## src/hw/rtl/tsp_pkg.sv

```systemverilog
// Shared types, constants and helper functions of the TLV scan record parser.
package tsp_pkg;

    localparam int HEADER_BYTES      = 99;
    localparam int MAGIC_BYTES       = 11;
    localparam int FIXED_FIELD_BYTES = 12;
    localparam int FIFO_DEPTH        = 4;
    localparam int FIFO_PTR_W        = $clog2(FIFO_DEPTH);
    localparam int FIFO_CNT_W        = $clog2(FIFO_DEPTH + 1);

    localparam logic [23:0] MAX_LEN_RESET = 24'd1048576;

    // record type codes
    localparam logic [31:0] TYPE_STATUS_OPEN  = 32'd1;
    localparam logic [31:0] TYPE_STATUS_CLOSE = 32'd2;
    localparam logic [31:0] TYPE_BANNER       = 32'd3;
    localparam logic [31:0] TYPE_FILE_HEADER  = 32'd109;

    localparam logic [7:0] CHAR_BSLASH = 8'h5C;
    localparam logic [7:0] CHAR_X      = 8'h78;
    localparam logic [7:0] CHAR_LT     = 8'h3C;
    localparam logic [7:0] CHAR_GT     = 8'h3E;
    localparam logic [7:0] CHAR_AMP    = 8'h26;
    localparam logic [7:0] CHAR_SPACE  = 8'h20;
    localparam logic [7:0] CHAR_TILDE  = 8'h7E;

    // file signature, NUL terminated
    localparam logic [7:0] SIG_BYTES [12] = '{
        8'h6D, 8'h61, 8'h73, 8'h73, 8'h63, 8'h61,
        8'h6E, 8'h2F, 8'h31, 8'h2E, 8'h31, 8'h00
    };

    typedef enum logic [1:0] {
        KIND_STATUS = 2'd0,
        KIND_BHEAD  = 2'd1,
        KIND_BTEXT  = 2'd2,
        KIND_ERROR  = 2'd3
    } kind_t;

    typedef enum logic [1:0] {
        ERR_NONE   = 2'd0,
        ERR_MAGIC  = 2'd1,
        ERR_LENGTH = 2'd2,
        ERR_TYPE   = 2'd3
    } err_t;

    typedef struct packed {
        logic [31:0] time_stamp;
        logic [31:0] ip_address;
        logic [15:0] port_number;
        logic [7:0]  byte10;
        logic [7:0]  byte11;
    } fields_t;

    // one queued operation for the back end
    typedef struct packed {
        kind_t       kind;
        logic [7:0]  data;
        logic        last;
        err_t        err;
        logic [31:0] tally;
        fields_t     fields;
    } op_t;

    function automatic logic [7:0] hex_char(input logic [3:0] nib);
        return (nib < 4'd10) ? (8'h30 + {4'd0, nib}) : (8'h57 + {4'd0, nib});
    endfunction

    function automatic logic is_plain(input logic [7:0] b);
        return (b >= CHAR_SPACE) && (b <= CHAR_TILDE) && (b != CHAR_LT) &&
               (b != CHAR_GT) && (b != CHAR_AMP) && (b != CHAR_BSLASH);
    endfunction

endpackage

```

## src/hw/rtl/tlv_scan_record_parser.sv

```systemverilog
// TLV scan record parser: one file byte in per word, status/banner/error words out.
//
// Input channel s_*: one byte of the scan file per word; s_ready drops only
// when the op queue is full. Result channel m_*: one result per word; a byte
// of banner text that needs escaping yields four words, a status record,
// banner header or error one word, most bytes none.
// Config channel cfg_*: writes max_record_length (24 bits); always ready.
// The first result word of a byte is written into the op queue and then
// loaded into the output register, from which it can be taken.
// Bytes are taken one per cycle while the op queue is not full; each escaped
// text byte holds the output for its four words, and the four-entry op
// queue between parser and output stage sets how far input runs ahead then.
// Reset (aresetn low, synchronous) returns to the file header phase, clears
// the record count and sets the length limit to 1048576.
// After an error word the parser halts and takes further bytes without
// results until reset. When m_ready is low the output word holds, the queue
// fills, and then s_ready goes low.
module tlv_scan_record_parser import tsp_pkg::*; (
    input  logic        aclk,
    input  logic        aresetn,
    input  logic        s_valid,
    output logic        s_ready,
    input  logic [7:0]  s_data_byte,
    input  logic        cfg_valid,
    output logic        cfg_ready,
    input  logic [23:0] cfg_data,
    output logic        m_valid,
    input  logic        m_ready,
    output logic [1:0]  m_item_kind,
    output logic [31:0] m_time_stamp,
    output logic [31:0] m_ip_address,
    output logic [15:0] m_port_number,
    output logic [7:0]  m_tcp_flags,
    output logic [7:0]  m_ttl_value,
    output logic [15:0] m_banner_protocol,
    output logic [7:0]  m_text_char,
    output logic        m_run_last,
    output logic        m_record_end,
    output logic [1:0]  m_error_code,
    output logic [31:0] m_records_done
);

    logic [23:0] max_len_reg;
    logic        q_full, q_push, q_pop, q_head_valid;
    op_t         q_push_op, q_head_op;

    assign cfg_ready = 1'b1;

    always_ff @(posedge aclk) begin
        if (!aresetn) begin
            max_len_reg <= MAX_LEN_RESET;
        end else if (cfg_valid) begin
            max_len_reg <= cfg_data;
        end
    end

    tsp_front u_front (
        .aclk        (aclk),
        .aresetn     (aresetn),
        .s_valid     (s_valid),
        .s_ready     (s_ready),
        .s_data_byte (s_data_byte),
        .max_len     (max_len_reg),
        .q_full      (q_full),
        .q_push      (q_push),
        .q_op        (q_push_op)
    );

    tsp_fifo u_fifo (
        .aclk       (aclk),
        .aresetn    (aresetn),
        .push       (q_push),
        .push_op    (q_push_op),
        .full       (q_full),
        .pop        (q_pop),
        .head_valid (q_head_valid),
        .head_op    (q_head_op)
    );

    tsp_back u_back (
        .aclk              (aclk),
        .aresetn           (aresetn),
        .head_valid        (q_head_valid),
        .head_op           (q_head_op),
        .pop               (q_pop),
        .m_valid           (m_valid),
        .m_ready           (m_ready),
        .m_item_kind       (m_item_kind),
        .m_time_stamp      (m_time_stamp),
        .m_ip_address      (m_ip_address),
        .m_port_number     (m_port_number),
        .m_tcp_flags       (m_tcp_flags),
        .m_ttl_value       (m_ttl_value),
        .m_banner_protocol (m_banner_protocol),
        .m_text_char       (m_text_char),
        .m_run_last        (m_run_last),
        .m_record_end      (m_record_end),
        .m_error_code      (m_error_code),
        .m_records_done    (m_records_done)
    );

endmodule

```

## src/hw/rtl/tsp_front.sv

```systemverilog
// Front end: header check and varint/record parsing, emits one op per byte at most.
module tsp_front import tsp_pkg::*; (
    input  logic        aclk,
    input  logic        aresetn,
    input  logic        s_valid,
    output logic        s_ready,
    input  logic [7:0]  s_data_byte,
    input  logic [23:0] max_len,
    input  logic        q_full,
    output logic        q_push,
    output op_t         q_op
);

    typedef enum logic [2:0] {
        PH_HEADER,
        PH_TYPE,
        PH_LENGTH,
        PH_PAYLOAD,
        PH_HALT
    } phase_t;

    phase_t      phase_reg, phase_next;
    logic [6:0]  hcount_reg, hcount_next;
    logic        magic_ok_reg, magic_ok_next;
    logic [31:0] type_reg, type_next;
    logic [31:0] length_reg, length_next;
    logic [23:0] pcount_reg, pcount_next;
    logic [31:0] tally_reg, tally_next;
    logic [7:0]  field_reg [FIXED_FIELD_BYTES];
    logic [7:0]  field_next [FIXED_FIELD_BYTES];

    logic        accept;
    logic        do_finish;
    logic        last;
    logic [31:0] varint_type;
    logic [31:0] varint_len;

    assign s_ready     = !q_full;
    assign accept      = s_valid && s_ready;
    assign varint_type = {type_reg[24:0], s_data_byte[6:0]};
    assign varint_len  = {length_reg[24:0], s_data_byte[6:0]};

    always_comb begin
        phase_next    = phase_reg;
        hcount_next   = hcount_reg;
        magic_ok_next = magic_ok_reg;
        type_next     = type_reg;
        length_next   = length_reg;
        pcount_next   = pcount_reg;
        tally_next    = tally_reg;
        field_next    = field_reg;
        do_finish     = 1'b0;
        last          = 1'b0;
        q_push        = 1'b0;
        q_op          = '0;
        q_op.kind     = KIND_STATUS;
        q_op.err      = ERR_NONE;
        q_op.data     = s_data_byte;

        if (accept) begin
            unique case (phase_reg)
                PH_HEADER: begin
                    if (hcount_reg < 7'(MAGIC_BYTES) &&
                        s_data_byte != SIG_BYTES[hcount_reg[3:0]]) begin
                        magic_ok_next = 1'b0;
                    end
                    hcount_next = hcount_reg + 7'd1;
                    if (hcount_next >= 7'(HEADER_BYTES)) begin
                        if (!magic_ok_next) begin
                            q_push      = 1'b1;
                            q_op.kind   = KIND_ERROR;
                            q_op.err    = ERR_MAGIC;
                            phase_next  = PH_HALT;
                        end else begin
                            phase_next = PH_TYPE;
                            type_next  = '0;
                        end
                    end
                end
                PH_TYPE: begin
                    type_next = varint_type;
                    if (!s_data_byte[7]) begin
                        phase_next  = PH_LENGTH;
                        length_next = '0;
                    end
                end
                PH_LENGTH: begin
                    length_next = varint_len;
                    if (!s_data_byte[7]) begin
                        pcount_next = '0;
                        if (varint_len > {8'd0, max_len}) begin
                            q_push     = 1'b1;
                            q_op.kind  = KIND_ERROR;
                            q_op.err   = ERR_LENGTH;
                            phase_next = PH_HALT;
                        end else if (varint_len == '0) begin
                            do_finish = 1'b1;
                        end else begin
                            phase_next = PH_PAYLOAD;
                        end
                    end
                end
                PH_PAYLOAD: begin
                    if (pcount_reg < 24'(FIXED_FIELD_BYTES)) begin
                        field_next[pcount_reg[3:0]] = s_data_byte;
                    end
                    pcount_next = pcount_reg + 24'd1;
                    last        = {8'd0, pcount_next} >= length_reg;
                    if (type_reg == TYPE_BANNER) begin
                        if (pcount_reg == 24'(FIXED_FIELD_BYTES - 1) &&
                            length_reg > 32'(FIXED_FIELD_BYTES)) begin
                            q_push    = 1'b1;
                            q_op.kind = KIND_BHEAD;
                        end else if (pcount_reg >= 24'(FIXED_FIELD_BYTES)) begin
                            q_push    = 1'b1;
                            q_op.kind = KIND_BTEXT;
                            q_op.last = last;
                        end
                    end
                    do_finish = last;
                end
                PH_HALT: begin
                end
                default: begin
                end
            endcase

            if (do_finish) begin
                if (type_reg != TYPE_STATUS_OPEN && type_reg != TYPE_STATUS_CLOSE &&
                    type_reg != TYPE_BANNER && type_reg != TYPE_FILE_HEADER) begin
                    q_push     = 1'b1;
                    q_op.kind  = KIND_ERROR;
                    q_op.err   = ERR_TYPE;
                    phase_next = PH_HALT;
                end else begin
                    if ((type_reg == TYPE_STATUS_OPEN || type_reg == TYPE_STATUS_CLOSE) &&
                        length_next >= 32'(FIXED_FIELD_BYTES)) begin
                        q_push    = 1'b1;
                        q_op.kind = KIND_STATUS;
                    end
                    if (tally_reg != '1) begin
                        tally_next = tally_reg + 32'd1;
                    end
                    phase_next = PH_TYPE;
                    type_next  = '0;
                end
            end
        end

        // fields include the byte taken this cycle
        q_op.fields.time_stamp  = {field_next[0], field_next[1], field_next[2], field_next[3]};
        q_op.fields.ip_address  = {field_next[4], field_next[5], field_next[6], field_next[7]};
        q_op.fields.port_number = {field_next[8], field_next[9]};
        q_op.fields.byte10      = field_next[10];
        q_op.fields.byte11      = field_next[11];
        q_op.tally              = tally_next;
    end

    always_ff @(posedge aclk) begin
        if (!aresetn) begin
            phase_reg    <= PH_HEADER;
            hcount_reg   <= '0;
            magic_ok_reg <= 1'b1;
            type_reg     <= '0;
            length_reg   <= '0;
            pcount_reg   <= '0;
            tally_reg    <= '0;
        end else begin
            phase_reg    <= phase_next;
            hcount_reg   <= hcount_next;
            magic_ok_reg <= magic_ok_next;
            type_reg     <= type_next;
            length_reg   <= length_next;
            pcount_reg   <= pcount_next;
            tally_reg    <= tally_next;
        end
    end

    always_ff @(posedge aclk) begin
        field_reg <= field_next;
    end

endmodule

```

## src/hw/rtl/tsp_fifo.sv

```systemverilog
// Short op queue between the parser front end and the output back end.
module tsp_fifo import tsp_pkg::*; (
    input  logic aclk,
    input  logic aresetn,
    input  logic push,
    input  op_t  push_op,
    output logic full,
    input  logic pop,
    output logic head_valid,
    output op_t  head_op
);

    op_t                   mem [FIFO_DEPTH];
    logic [FIFO_PTR_W-1:0] wr_ptr_reg, rd_ptr_reg;
    logic [FIFO_CNT_W-1:0] count_reg;
    logic                  do_push, do_pop;

    assign full       = count_reg == FIFO_CNT_W'(FIFO_DEPTH);
    assign head_valid = count_reg != '0;
    assign head_op    = mem[rd_ptr_reg];
    assign do_push    = push && !full;
    assign do_pop     = pop && head_valid;

    always_ff @(posedge aclk) begin
        if (!aresetn) begin
            wr_ptr_reg <= '0;
            rd_ptr_reg <= '0;
            count_reg  <= '0;
        end else begin
            if (do_push) begin
                wr_ptr_reg <= wr_ptr_reg + FIFO_PTR_W'(1);
            end
            if (do_pop) begin
                rd_ptr_reg <= rd_ptr_reg + FIFO_PTR_W'(1);
            end
            if (do_push && !do_pop) begin
                count_reg <= count_reg + FIFO_CNT_W'(1);
            end else if (do_pop && !do_push) begin
                count_reg <= count_reg - FIFO_CNT_W'(1);
            end
        end
    end

    always_ff @(posedge aclk) begin
        if (do_push) begin
            mem[wr_ptr_reg] <= push_op;
        end
    end

endmodule

```

## src/hw/rtl/tsp_back.sv

```systemverilog
// Back end: expands queued ops into result words, escaping banner text bytes.
module tsp_back import tsp_pkg::*; (
    input  logic        aclk,
    input  logic        aresetn,
    input  logic        head_valid,
    input  op_t         head_op,
    output logic        pop,
    output logic        m_valid,
    input  logic        m_ready,
    output logic [1:0]  m_item_kind,
    output logic [31:0] m_time_stamp,
    output logic [31:0] m_ip_address,
    output logic [15:0] m_port_number,
    output logic [7:0]  m_tcp_flags,
    output logic [7:0]  m_ttl_value,
    output logic [15:0] m_banner_protocol,
    output logic [7:0]  m_text_char,
    output logic        m_run_last,
    output logic        m_record_end,
    output logic [1:0]  m_error_code,
    output logic [31:0] m_records_done
);

    logic        m_valid_reg;
    logic [1:0]  beat_reg;
    logic        load, escape, final_beat;
    logic [7:0]  text;

    logic [1:0]  kind_reg;
    logic [31:0] ts_reg, ip_reg, done_reg;
    logic [15:0] port_reg, proto_reg;
    logic [7:0]  flags_reg, ttl_reg, char_reg;
    logic        run_last_reg, rec_end_reg;
    logic [1:0]  err_reg;

    assign load       = !m_valid_reg || m_ready;
    assign escape     = head_op.kind == KIND_BTEXT && !is_plain(head_op.data);
    assign final_beat = !escape || beat_reg == 2'd3;
    assign pop        = load && head_valid && final_beat;

    always_comb begin
        case (beat_reg)
            2'd0:    text = CHAR_BSLASH;
            2'd1:    text = CHAR_X;
            2'd2:    text = hex_char(head_op.data[7:4]);
            default: text = hex_char(head_op.data[3:0]);
        endcase
        if (!escape) begin
            text = head_op.data;
        end
    end

    always_ff @(posedge aclk) begin
        if (!aresetn) begin
            m_valid_reg <= 1'b0;
            beat_reg    <= '0;
        end else if (load) begin
            m_valid_reg <= head_valid;
            if (head_valid) begin
                beat_reg <= final_beat ? 2'd0 : beat_reg + 2'd1;
            end
        end
    end

    always_ff @(posedge aclk) begin
        if (load && head_valid) begin
            kind_reg     <= head_op.kind;
            ts_reg       <= '0;
            ip_reg       <= '0;
            port_reg     <= '0;
            flags_reg    <= '0;
            ttl_reg      <= '0;
            proto_reg    <= '0;
            char_reg     <= '0;
            rec_end_reg  <= 1'b0;
            err_reg      <= ERR_NONE;
            run_last_reg <= final_beat;
            done_reg     <= head_op.tally;
            unique case (head_op.kind) inside
                KIND_STATUS: begin
                    ts_reg    <= head_op.fields.time_stamp;
                    ip_reg    <= head_op.fields.ip_address;
                    port_reg  <= head_op.fields.port_number;
                    flags_reg <= head_op.fields.byte10;
                    ttl_reg   <= head_op.fields.byte11;
                end
                KIND_BHEAD, KIND_BTEXT: begin
                    ts_reg    <= head_op.fields.time_stamp;
                    ip_reg    <= head_op.fields.ip_address;
                    port_reg  <= head_op.fields.port_number;
                    proto_reg <= {head_op.fields.byte10, head_op.fields.byte11};
                    if (head_op.kind == KIND_BTEXT) begin
                        char_reg    <= text;
                        rec_end_reg <= final_beat && head_op.last;
                    end
                end
                default: begin
                    err_reg <= head_op.err;
                end
            endcase
        end
    end

    assign m_valid           = m_valid_reg;
    assign m_item_kind       = kind_reg;
    assign m_time_stamp      = ts_reg;
    assign m_ip_address      = ip_reg;
    assign m_port_number     = port_reg;
    assign m_tcp_flags       = flags_reg;
    assign m_ttl_value       = ttl_reg;
    assign m_banner_protocol = proto_reg;
    assign m_text_char       = char_reg;
    assign m_run_last        = run_last_reg;
    assign m_record_end      = rec_end_reg;
    assign m_error_code      = err_reg;
    assign m_records_done    = done_reg;

endmodule
```

## config.mk

```make
export PLATFORM = sky130hd
export DESIGN_NAME = tlv_scan_record_parser
export DESIGN_NICKNAME = d
export VERILOG_FILES = /design/src/hw/rtl/tsp_pkg.sv /design/src/hw/rtl/tlv_scan_record_parser.sv /design/src/hw/rtl/tsp_front.sv /design/src/hw/rtl/tsp_fifo.sv /design/src/hw/rtl/tsp_back.sv
export SDC_FILE = /design/constraint.sdc
export NUM_CORES = 1
export LEC_CHECK = 0
export BUFFER_PORTS_ARGS = -buffer_cell sky130_fd_sc_hd__buf_4
export CAP_MARGIN = 10
export CORE_UTILIZATION = 55
export DETAILED_ROUTE_END_ITERATION = 7
export PLACE_DENSITY = 0.73
export SYNTH_ARGS = -nofsm -noshare
export SYNTH_HDL_FRONTEND = slang
export SYNTH_HIERARCHICAL = 1
export SYNTH_SLANG_ARGS = --single-unit
export TNS_END_PERCENT = 100
```

## constraint.sdc

```tcl
create_clock -name aclk -period 19.5 [get_ports aclk]
set_input_delay 3.9 -clock aclk [delete_from_list [all_inputs] [get_ports aclk]]
set_output_delay 3.9 -clock aclk [all_outputs]
set_load 0.02 [all_outputs]
```

==> reports/summary.md, run 1 <==
Buffers inserted to repair hold after CTS numbered 0. At the later pin of the worst-skew pair, clock insertion delay measures 650 ps. At the worst endpoint, the arrival time is 9480 ps. Once detail routing completed, the nets flagged for antenna violations numbered 0.

Compared with the post-synthesis result, the final layout area differs by 13.85%. The most frequent cell on the critical path was sky130_fd_sc_hd__buf_4. The number of input and output port buffers inserted is 196. Number of buffers between clock root and the deepest sink: 3. The number of cells on the worst reg-to-reg path is 20, and the register-to-register setup slack is 11530 ps.

Yosys attributes the largest share of cell area to sky130_fd_sc_hd__edfxtp_1 55%, sky130_fd_sc_hd__dfxtp_1 13%, sky130_fd_sc_hd__mux4_2 8.0%. The worst setup path is launched from an input port. The flow ran to the end, and the final reports show no timing, DRC or antenna violations.

The delay contributed by the slowest stage of the critical path works out to 870 ps. The worst setup path is of the in -> reg kind. In the layout the commonest cells are 722 x sky130_fd_sc_hd__edfxtp_1, 261 x sky130_fd_sc_hd__dfxtp_1, 215 x sky130_fd_sc_hd__buf_4, 141 x sky130_fd_sc_hd__mux4_2, 110 x sky130_fd_sc_hd__nor2b_1. Counting every instance in the synthesized netlist gives 2494. Count of cell types in the netlist: 90. The top fanout value on the critical path was 62. The number of cells upsized or downsized after cts was 0. The cell depth of the worst hold path is 1. The floorplan die height is 270.0 µm, and the average detailed-routed wire length per instance is 21.90 µm. The slowest stage of the critical path belongs to the cell sky130_fd_sc_hd__buf_4.

Setup repair after global routing left no endpoint under its margin. Global routing consumed, on the met2 layer, 36.78% of the routing resources. Max-cap violations in this run came to 0. For the critical path data required time, the log shows 19770 ps. The tree is rooted in a sky130_fd_sc_hd__clkbuf_16. The final weighted congestion in routability-driven placement came out at 0.8927. The final layout contains routed wiring with a total length of 80980 µm. At the pin with the least slew margin, the transition time is 1214 ps.

In the routed design, unresolved DRC markers number 0. The worst register-to-register path ends at u_fifo/mem[3][45]$_DFFE_PP_. In the final timing run, aggregate negative setup slack is 0 ps. TritonCTS built the clock tree. Counting tap cells, the placed design contains a total of 3512 instances. Traced cell by cell, the critical path runs through buf_4 -> ha_1 -> nor2b_1 -> o211ai_1 -> a2111oi_0 -> or4_1 -> a211o_2 -> nand2_1 -> a211oi_1 -> a31oi_1 -> nor2b_1 -> and2_4 -> buf_4 -> buf_4. For the proportion of synthesized chip area in sequential cells, the log shows 68.20%. The post-route clock period utilization was 47.26%; the count of final setup violators was 0. The largest area contributor in the synthesized netlist was sky130_fd_sc_hd__edfxtp_1.

The via count of the first global-routing pass was 21580; the met3 global-route usage was 2.943%. In this run the core area contains 97 standard-cell rows. The floorplan step defined a die boundary enclosing 0.07291 mm².

The synthesized netlist net count came out at 2610. The power per unit of standard cell area is 92.97 mW/mm². The count of inserted antenna diode cells is 0.

For this run, the detailed router's first-pass iteration total came to 5. The met1 track utilization from global routing is 30.77%, and the area of the core region is 0.07051 mm². The first-pass GRT wire length is 124600 µm, and the initial standard-cell utilization of the core is 56.03%. The total number of yosys warnings is 6.

The layout cell share with drive strength beyond 1 works out to 23.54%. For the combined area of all synthesized cells, the log shows 0.03951 mm². The post-CTS setup buffer count was 0; the first-iteration detailed-routing DRC count was 1732. Across every metal layer, demand over resource in global routing totals 22.19%. For the maximum clock frequency, the log shows 0.1085 GHz.

The run gives 21570 as the detailed-route via count. The number of standard cells in the final layout excluding fillers came out at 3697. The startpoint of the lowest-slack hold path is u_front/type_reg[30]$_SDFFE_PN0P_. Summed over all cells, the static leakage comes to 16.24 nW. The logs give 0 for the final max-slew violation count and 486.4 ps for the worst hold slack after final layout. The tools report the number of antenna violations at the first check in global routing as 1. The detailed placement HPWL is 50300 µm.

The register with the most flip-flops in the layout has 564 of them. The die is 270.0 µm wide. Each instance of the synthesized netlist takes up on average 15.84 µm². Measured against its own limit, the worst slew margin works out to 19.09%. 198 I/O pins were placed.

For hold timing, the worst endpoint is u_front/type_reg[30]$_SDFFE_PN0P_. The start of the worst register-to-register path was u_front/pcount_reg[0]$_SDFFE_PN0P_. After synthesis the netlist holds a flip-flop and latch count of 985.

Summed over all layers, the global routing overflow is 0. In this run the worst hold path is classified as reg -> reg. The total number of nets in the final design was 2788; the area share of the largest cell type after synthesis was 54.88%.

Among all flip-flop cells after synthesis, the most frequent one is sky130_fd_sc_hd__edfxtp_1. Share of flip-flops with an asynchronous set or reset: 0%. The clock transition time at the flip-flop clock pins of the worst setup and hold paths works out to 60 ps. After global routing, the most crowded layer is met2.

Counting flops with a built-in enable in the synthesized netlist gives 722. Routed via count divided by cell count: 5.835. For the final database, setup skew stands at 22.03 ps. For the finished layout, the period the worst path requires is 9217 ps. The total clock buffers created by CTS is 97, and the worst IR drop on VDD is 0.00006972 V. Entering global routing, the biggest net connects 110 pins. Most common cell after layout, fill and taps aside: sky130_fd_sc_hd__edfxtp_1.

The hold violation total from the final report came out at 0. The number of sinks handled by clock tree synthesis was 985. STA classifies the critical path endpoint as a register.

Count of H-tree levels built during CTS: 3.
==> cells by family (layout without fill, tap and decap cells) <==
group	count (synthesis)	count (layout)	synth area share, %
AOI/OAI and AO/OA	259	259	4.757
xor gates and xnor gates	67	67	1.485
adders and majority gates	79	79	2.521
buffers and inverters	217	480	2.587
DFF	985	985	68.20
muxes	287	287	12.03
other	2	2	0.01901
and+or+nand+nor	598	598	8.395
==> cell type report <==
class | count | area [µm²]
Clock buffer | 145 | 2925
Fill cell | 4906 | 25530
Sequential cell | 985 | 26950
Clock inverter | 39 | 414.1
Timing Repair Buffer | 217 | 1649
Multi-Input combinational cell | 1292 | 11560
Inverter | 79 | 301.5
Tap cell | 940 | 1176
==> stage by stage <==
stage | utilization, % | cell area, µm² | worst slack, ps | total power, mW
floorplan | - | 39510 | 9356 | 2.304
global placement | 59.03 | 41630 | 9810 | 2.322
global route | 63.79 | 44980 | 10060 | 4.303
finish | 63.79 | 44980 | 10280 | 4.182
detailed placement | 59.03 | 41630 | 9699 | 2.323
CTS | 63.77 | 44970 | 10390 | 4.216
==> per-layer routing <==
metal  wire length, µm  vias to the layer above
li1                  -                     9823
met1             34910                    10980
met2             39650                      663
met3              4658                      111
met4              1762                        0
met5                 0                        -
==> synthesized netlist by cell type, types with 8 or more instances <==
cell and instances:
sky130_fd_sc_hd__nand2b_1 27, sky130_fd_sc_hd__edfxtp_1 722, sky130_fd_sc_hd__nand4_1 25, sky130_fd_sc_hd__mux2i_1 52
sky130_fd_sc_hd__dfxtp_1 263, sky130_fd_sc_hd__clkbuf_1 87, sky130_fd_sc_hd__nor4_1 26, sky130_fd_sc_hd__and3_1 23
sky130_fd_sc_hd__a21o_1 10, sky130_fd_sc_hd__or4_1 8, sky130_fd_sc_hd__nand2_1 103, sky130_fd_sc_hd__a211oi_1 13
sky130_fd_sc_hd__nor3_1 19, sky130_fd_sc_hd__nor2b_1 111, sky130_fd_sc_hd__buf_4 9, sky130_fd_sc_hd__o21ai_0 31
sky130_fd_sc_hd__and4_1 8, sky130_fd_sc_hd__mux2_2 94, sky130_fd_sc_hd__nor2_1 107, sky130_fd_sc_hd__ha_1 78
sky130_fd_sc_hd__a22o_1 26, sky130_fd_sc_hd__and2_1 57, sky130_fd_sc_hd__a21oi_1 60, sky130_fd_sc_hd__xnor2_1 31
sky130_fd_sc_hd__nand3_1 43, sky130_fd_sc_hd__a22oi_1 48, sky130_fd_sc_hd__buf_2 22, sky130_fd_sc_hd__inv_1 79
sky130_fd_sc_hd__mux4_2 141, sky130_fd_sc_hd__xor2_1 36, sky130_fd_sc_hd__buf_6 15
==> worst max-delay path: cells and delay by family <==
kind | cells | cell delay [ps]
compound gates | 5 | 1060
buf+inv | 3 | 1860
simple gates | 5 | 2200
fa+ha+maj | 1 | 310
==> worst max-delay path by stage <==
stage,start,cells after the start,slack (ps),to
floorplan,s_data_byte[1],12,9360,u_fifo/mem[0][0]$_DFFE_PP_
global placement,s_data_byte[1],14,9810,u_fifo/mem[0][48]$_DFFE_PP_
detailed placement,s_data_byte[1],14,9700,u_fifo/mem[0][54]$_DFFE_PP_
CTS,s_data_byte[1],14,10390,u_fifo/mem[0][52]$_DFFE_PP_
global route,s_data_byte[1],14,10060,u_fifo/mem[3][49]$_DFFE_PP_
finish,s_data_byte[1],14,10280,u_fifo/mem[3][45]$_DFFE_PP_
==> power breakdown <==
group          internal (mW)  total [mW]  switching, mW
Combinational         0.0176      0.0527         0.0350
Clock                   1.13        1.90          0.767
Sequential              2.22        2.23        0.00370
Total                   3.38        4.18          0.806
No activity file was read; power rests on OpenSTA's default activity.
==> inputs of run 2 (changes only) <==
Settings changed: PLACE_DENSITY 0.73 to 0.76.
Clock period 19.5 ns to 8.16 ns, I/O delays scaled along.
==> reports/summary.md, run 2 (synthesized netlist as in run 1, its figures left out) <==
The relative max-transition margin is 24.12%, and the max capacitance violation total is 0. The floorplan has 97 rows. Once the floorplan was initialized, standard cells occupied 56.03% of the core. The run finished with clean final reports.

Detailed placement ended at an HPWL of 50790 µm. For the worst-skew pair, the clock arrives at the later sink with an insertion delay of 650 ps. At the worst endpoint, the required time is 8470 ps. Input and output buffers added on the ports amount to 196.

The power per unit of standard cell area is 219.3 mW/mm², and the count of inserted antenna diode cells is 0. TritonCTS built the clock tree. For this run, the post-layout net count is 2788. The average detailed-routed wire length per instance came out at 21.79 µm. Following the worst setup path forward leads to its endpoint at u_fifo/mem[0][106]$_DFFE_PP_.

Clock skew on the completed layout was measured at 26.70 ps. The clock net in this run drives a total of 985 sinks. In this design, the stage delay of the slowest critical-path cell is 840 ps. The final standard cell utilization of the core came out at 63.70%. The total area inside the core boundary comes to 0.07051 mm².

STA classifies the critical path startpoint as a register. The count of final setup violators came out at 0. The most common cell after layout, fill and taps aside was sky130_fd_sc_hd__edfxtp_1. Clock tree synthesis inserted a total of 96 buffers.

The worst hold-check path type was reg -> reg. Global routing consumed, over all layers together, 22.26% of the routing resources. For the setup TNS, the log shows 0 ps.

The worst IR drop on VDD was 0.0001572 V. The DRC violation count after routing was 0; the number of flip-flops in the largest register was 564. The largest individual stage delay along the critical path comes from the cell sky130_fd_sc_hd__and2_4.

Clock tree root driver cell: sky130_fd_sc_hd__clkbuf_16. Leaving out fill and tap cells, the most frequent cells in the layout are 722 x sky130_fd_sc_hd__edfxtp_1, 261 x sky130_fd_sc_hd__dfxtp_1, 212 x sky130_fd_sc_hd__buf_4, 141 x sky130_fd_sc_hd__mux4_2, 110 x sky130_fd_sc_hd__nor2b_1. The total length of routed wires came out at 80500 µm. The logs give 21650 for the detailed-route via count and 95 for the largest net degree at the start of global routing. The post-route antenna net violation count came out at 0. The analysis attributes to cell leakage a power of 16.19 nW. For this run, the top clock speed supported by timing is 0.1451 GHz.

Once the clock tree was built, the resizer swapped 0 gates to a different size. Counting I/O delays and the setup requirement, the final critical path takes 6894 ps. Summed over all layers, the global routing overflow is 0. Start of the worst register-to-register path: u_front/pcount_reg[0]$_SDFFE_PN0P_. The final max-slew violation count is 0. In this run the horizontal extent of the chip is 270.0 µm. The signal on the critical path passes through ha_1 -> nand3_1 -> nor3_1 -> and3_1 -> and3_1 -> nand3_1 -> xnor2_1 -> ha_1 -> nand4_1 -> nor4_1 -> o31a_1 -> o41ai_1 -> a211o_1 -> nand2_1 -> a211oi_1 -> a31oi_1 -> nor2b_1 -> and2_4 -> buf_4. Class of the most critical setup path: reg -> reg. Of all nets on the critical path, the largest fanout is 53.

The tools report the endpoint of the lowest-slack register-to-register path as u_fifo/mem[0][106]$_DFFE_PP_. The number of standard cells in the final layout excluding fillers came out at 3695. The logs give 3 for the number of buffers between clock root and the deepest sink and 3 for the count of H-tree levels built during CTS.

The most critical setup path has its startpoint at u_front/pcount_reg[0]$_SDFFE_PN0P_. The run gives 198 as the count of boundary I/O pins. For the pin with the worst max-slew slack, the measured transition is 1138 ps.

Counting cells, the worst reg-to-reg path comes to 19. Number of antenna violations at the first check in global routing: 2. The pre-antenna-repair detailed-routing pass consisted of 6 iterations. The layout filler cell count is 4757, and the via count of the first global-routing pass is 21840. The first routing iteration left 1823 violations. Post-route clock period utilization: 84.48%. For this design, the CTS-stage hold fixing added 0 buffers.

Setup slack on the worst reg-to-reg path comes out at 1270 ps. Including well taps, the total number of placed cells is 3513. Setup repair after global routing left no endpoint under its margin.

The floorplan die height is 270.0 µm. The routed via count divided by cell count was 5.860; the area growth from synthesis to layout was 13.69%. The die covers 0.07291 mm².

The layout cell share with drive strength beyond 1 is 23.30%. Routability-driven placement finished with a final weighted congestion of 0.8602. At the worst endpoint, the arrival time is 7210 ps. For the first-pass GRT wire length, the log shows 125800 µm. Buffers added to address setup during post-CTS repair amount to 0. The tools report the hold violation total from the final report as 0. STA classifies the critical path endpoint as a register. After clock tree synthesis, the clock-pin slew on the worst setup and hold paths is 60 ps.
[run 2: changes by cell type in the layout (fill, tap and decap cells not counted), sizes merged]
cell,change
buf,+1
bufinv,+1
clkbuf,-6
clkinv,+5
clkinvlp,-1
inv,-2
[run 2: layout make-up]
cell class / count / area [µm²] / area share, %
Clock buffer: 139 / 2726 / 6.070
Tap cell: 940 / 1176 / 2.618
Inverter: 79 / 301.5 / 0.6713
Clock inverter: 42 / 470.5 / 1.047
Sequential cell: 985 / 26950 / 60.01
Multi-Input combinational cell: 1292 / 11570 / 25.76
Timing Repair Buffer: 218 / 1719 / 3.827
[run 2: metrics by stage]
step	hold WS [ps]	cell area [µm²]	setup slack [ps]	power (mW)
after floorplan	441.6	39510	175.1	5.505
after global placement	458.9	41690	1537	5.546
after detailed placement	461.9	41690	1378	5.551
after CTS	479.5	44890	1331	9.936
after global routing	503.5	44920	703.4	10.15
final	488.1	44920	1266	9.852
[run 2: worst min path at each step]
stage | startpoint | to | slack, ps | cells past startpoint
5_1_grt | u_front/type_reg[30]$_SDFFE_PN0P_ | u_front/type_reg[30]$_SDFFE_PN0P_ | 500 | 1
6_report | max_len_reg[20]$_SDFFE_PN1P_ | max_len_reg[20]$_SDFFE_PN1P_ | 490 | 2
2_1_floorplan | max_len_reg[20]$_SDFFE_PN1P_ | max_len_reg[20]$_SDFFE_PN1P_ | 440 | 2
3_5_place_dp | u_front/type_reg[25]$_SDFFE_PN0P_ | u_front/type_reg[25]$_SDFFE_PN0P_ | 460 | 1
4_1_cts | u_front/type_reg[26]$_SDFFE_PN0P_ | u_front/type_reg[26]$_SDFFE_PN0P_ | 480 | 1
3_3_place_gp | u_front/type_reg[26]$_SDFFE_PN0P_ | u_front/type_reg[26]$_SDFFE_PN0P_ | 460 | 1
[run 2: routing by layer]
| metal | wire (µm) | vias to the layer above | global-route usage, % |
|---|---|---|---|
| met4 | 1414 | 0 | 5.996 |
| met5 | 0 | - | 0 |
| met2 | 40200 | 731 | 37.40 |
| met1 | 34200 | 11010 | 30.68 |
| li1 | - | 9816 | - |
| met3 | 4684 | 96 | 2.925 |
[run 2: report_power, final]
part	leakage, nW	internal [mW]	switching [mW]	total [mW]
Combinational	5.76	0.0421	0.0815	0.124
Sequential	8.85	5.31	0.00855	5.32
Clock	1.57	2.59	1.82	4.41
[run 2: worst max-delay path, delay by kind of cell, from the launching register on]
kind	cells	cell delay [ps]
AND/OR/NAND/NOR	10	3650
adder cells (fa/ha/maj)	2	600
AO/OA/AOI/OAI	5	1230
flip-flops	1	420
buffers and inverters	1	440
XOR/XNOR	1	190
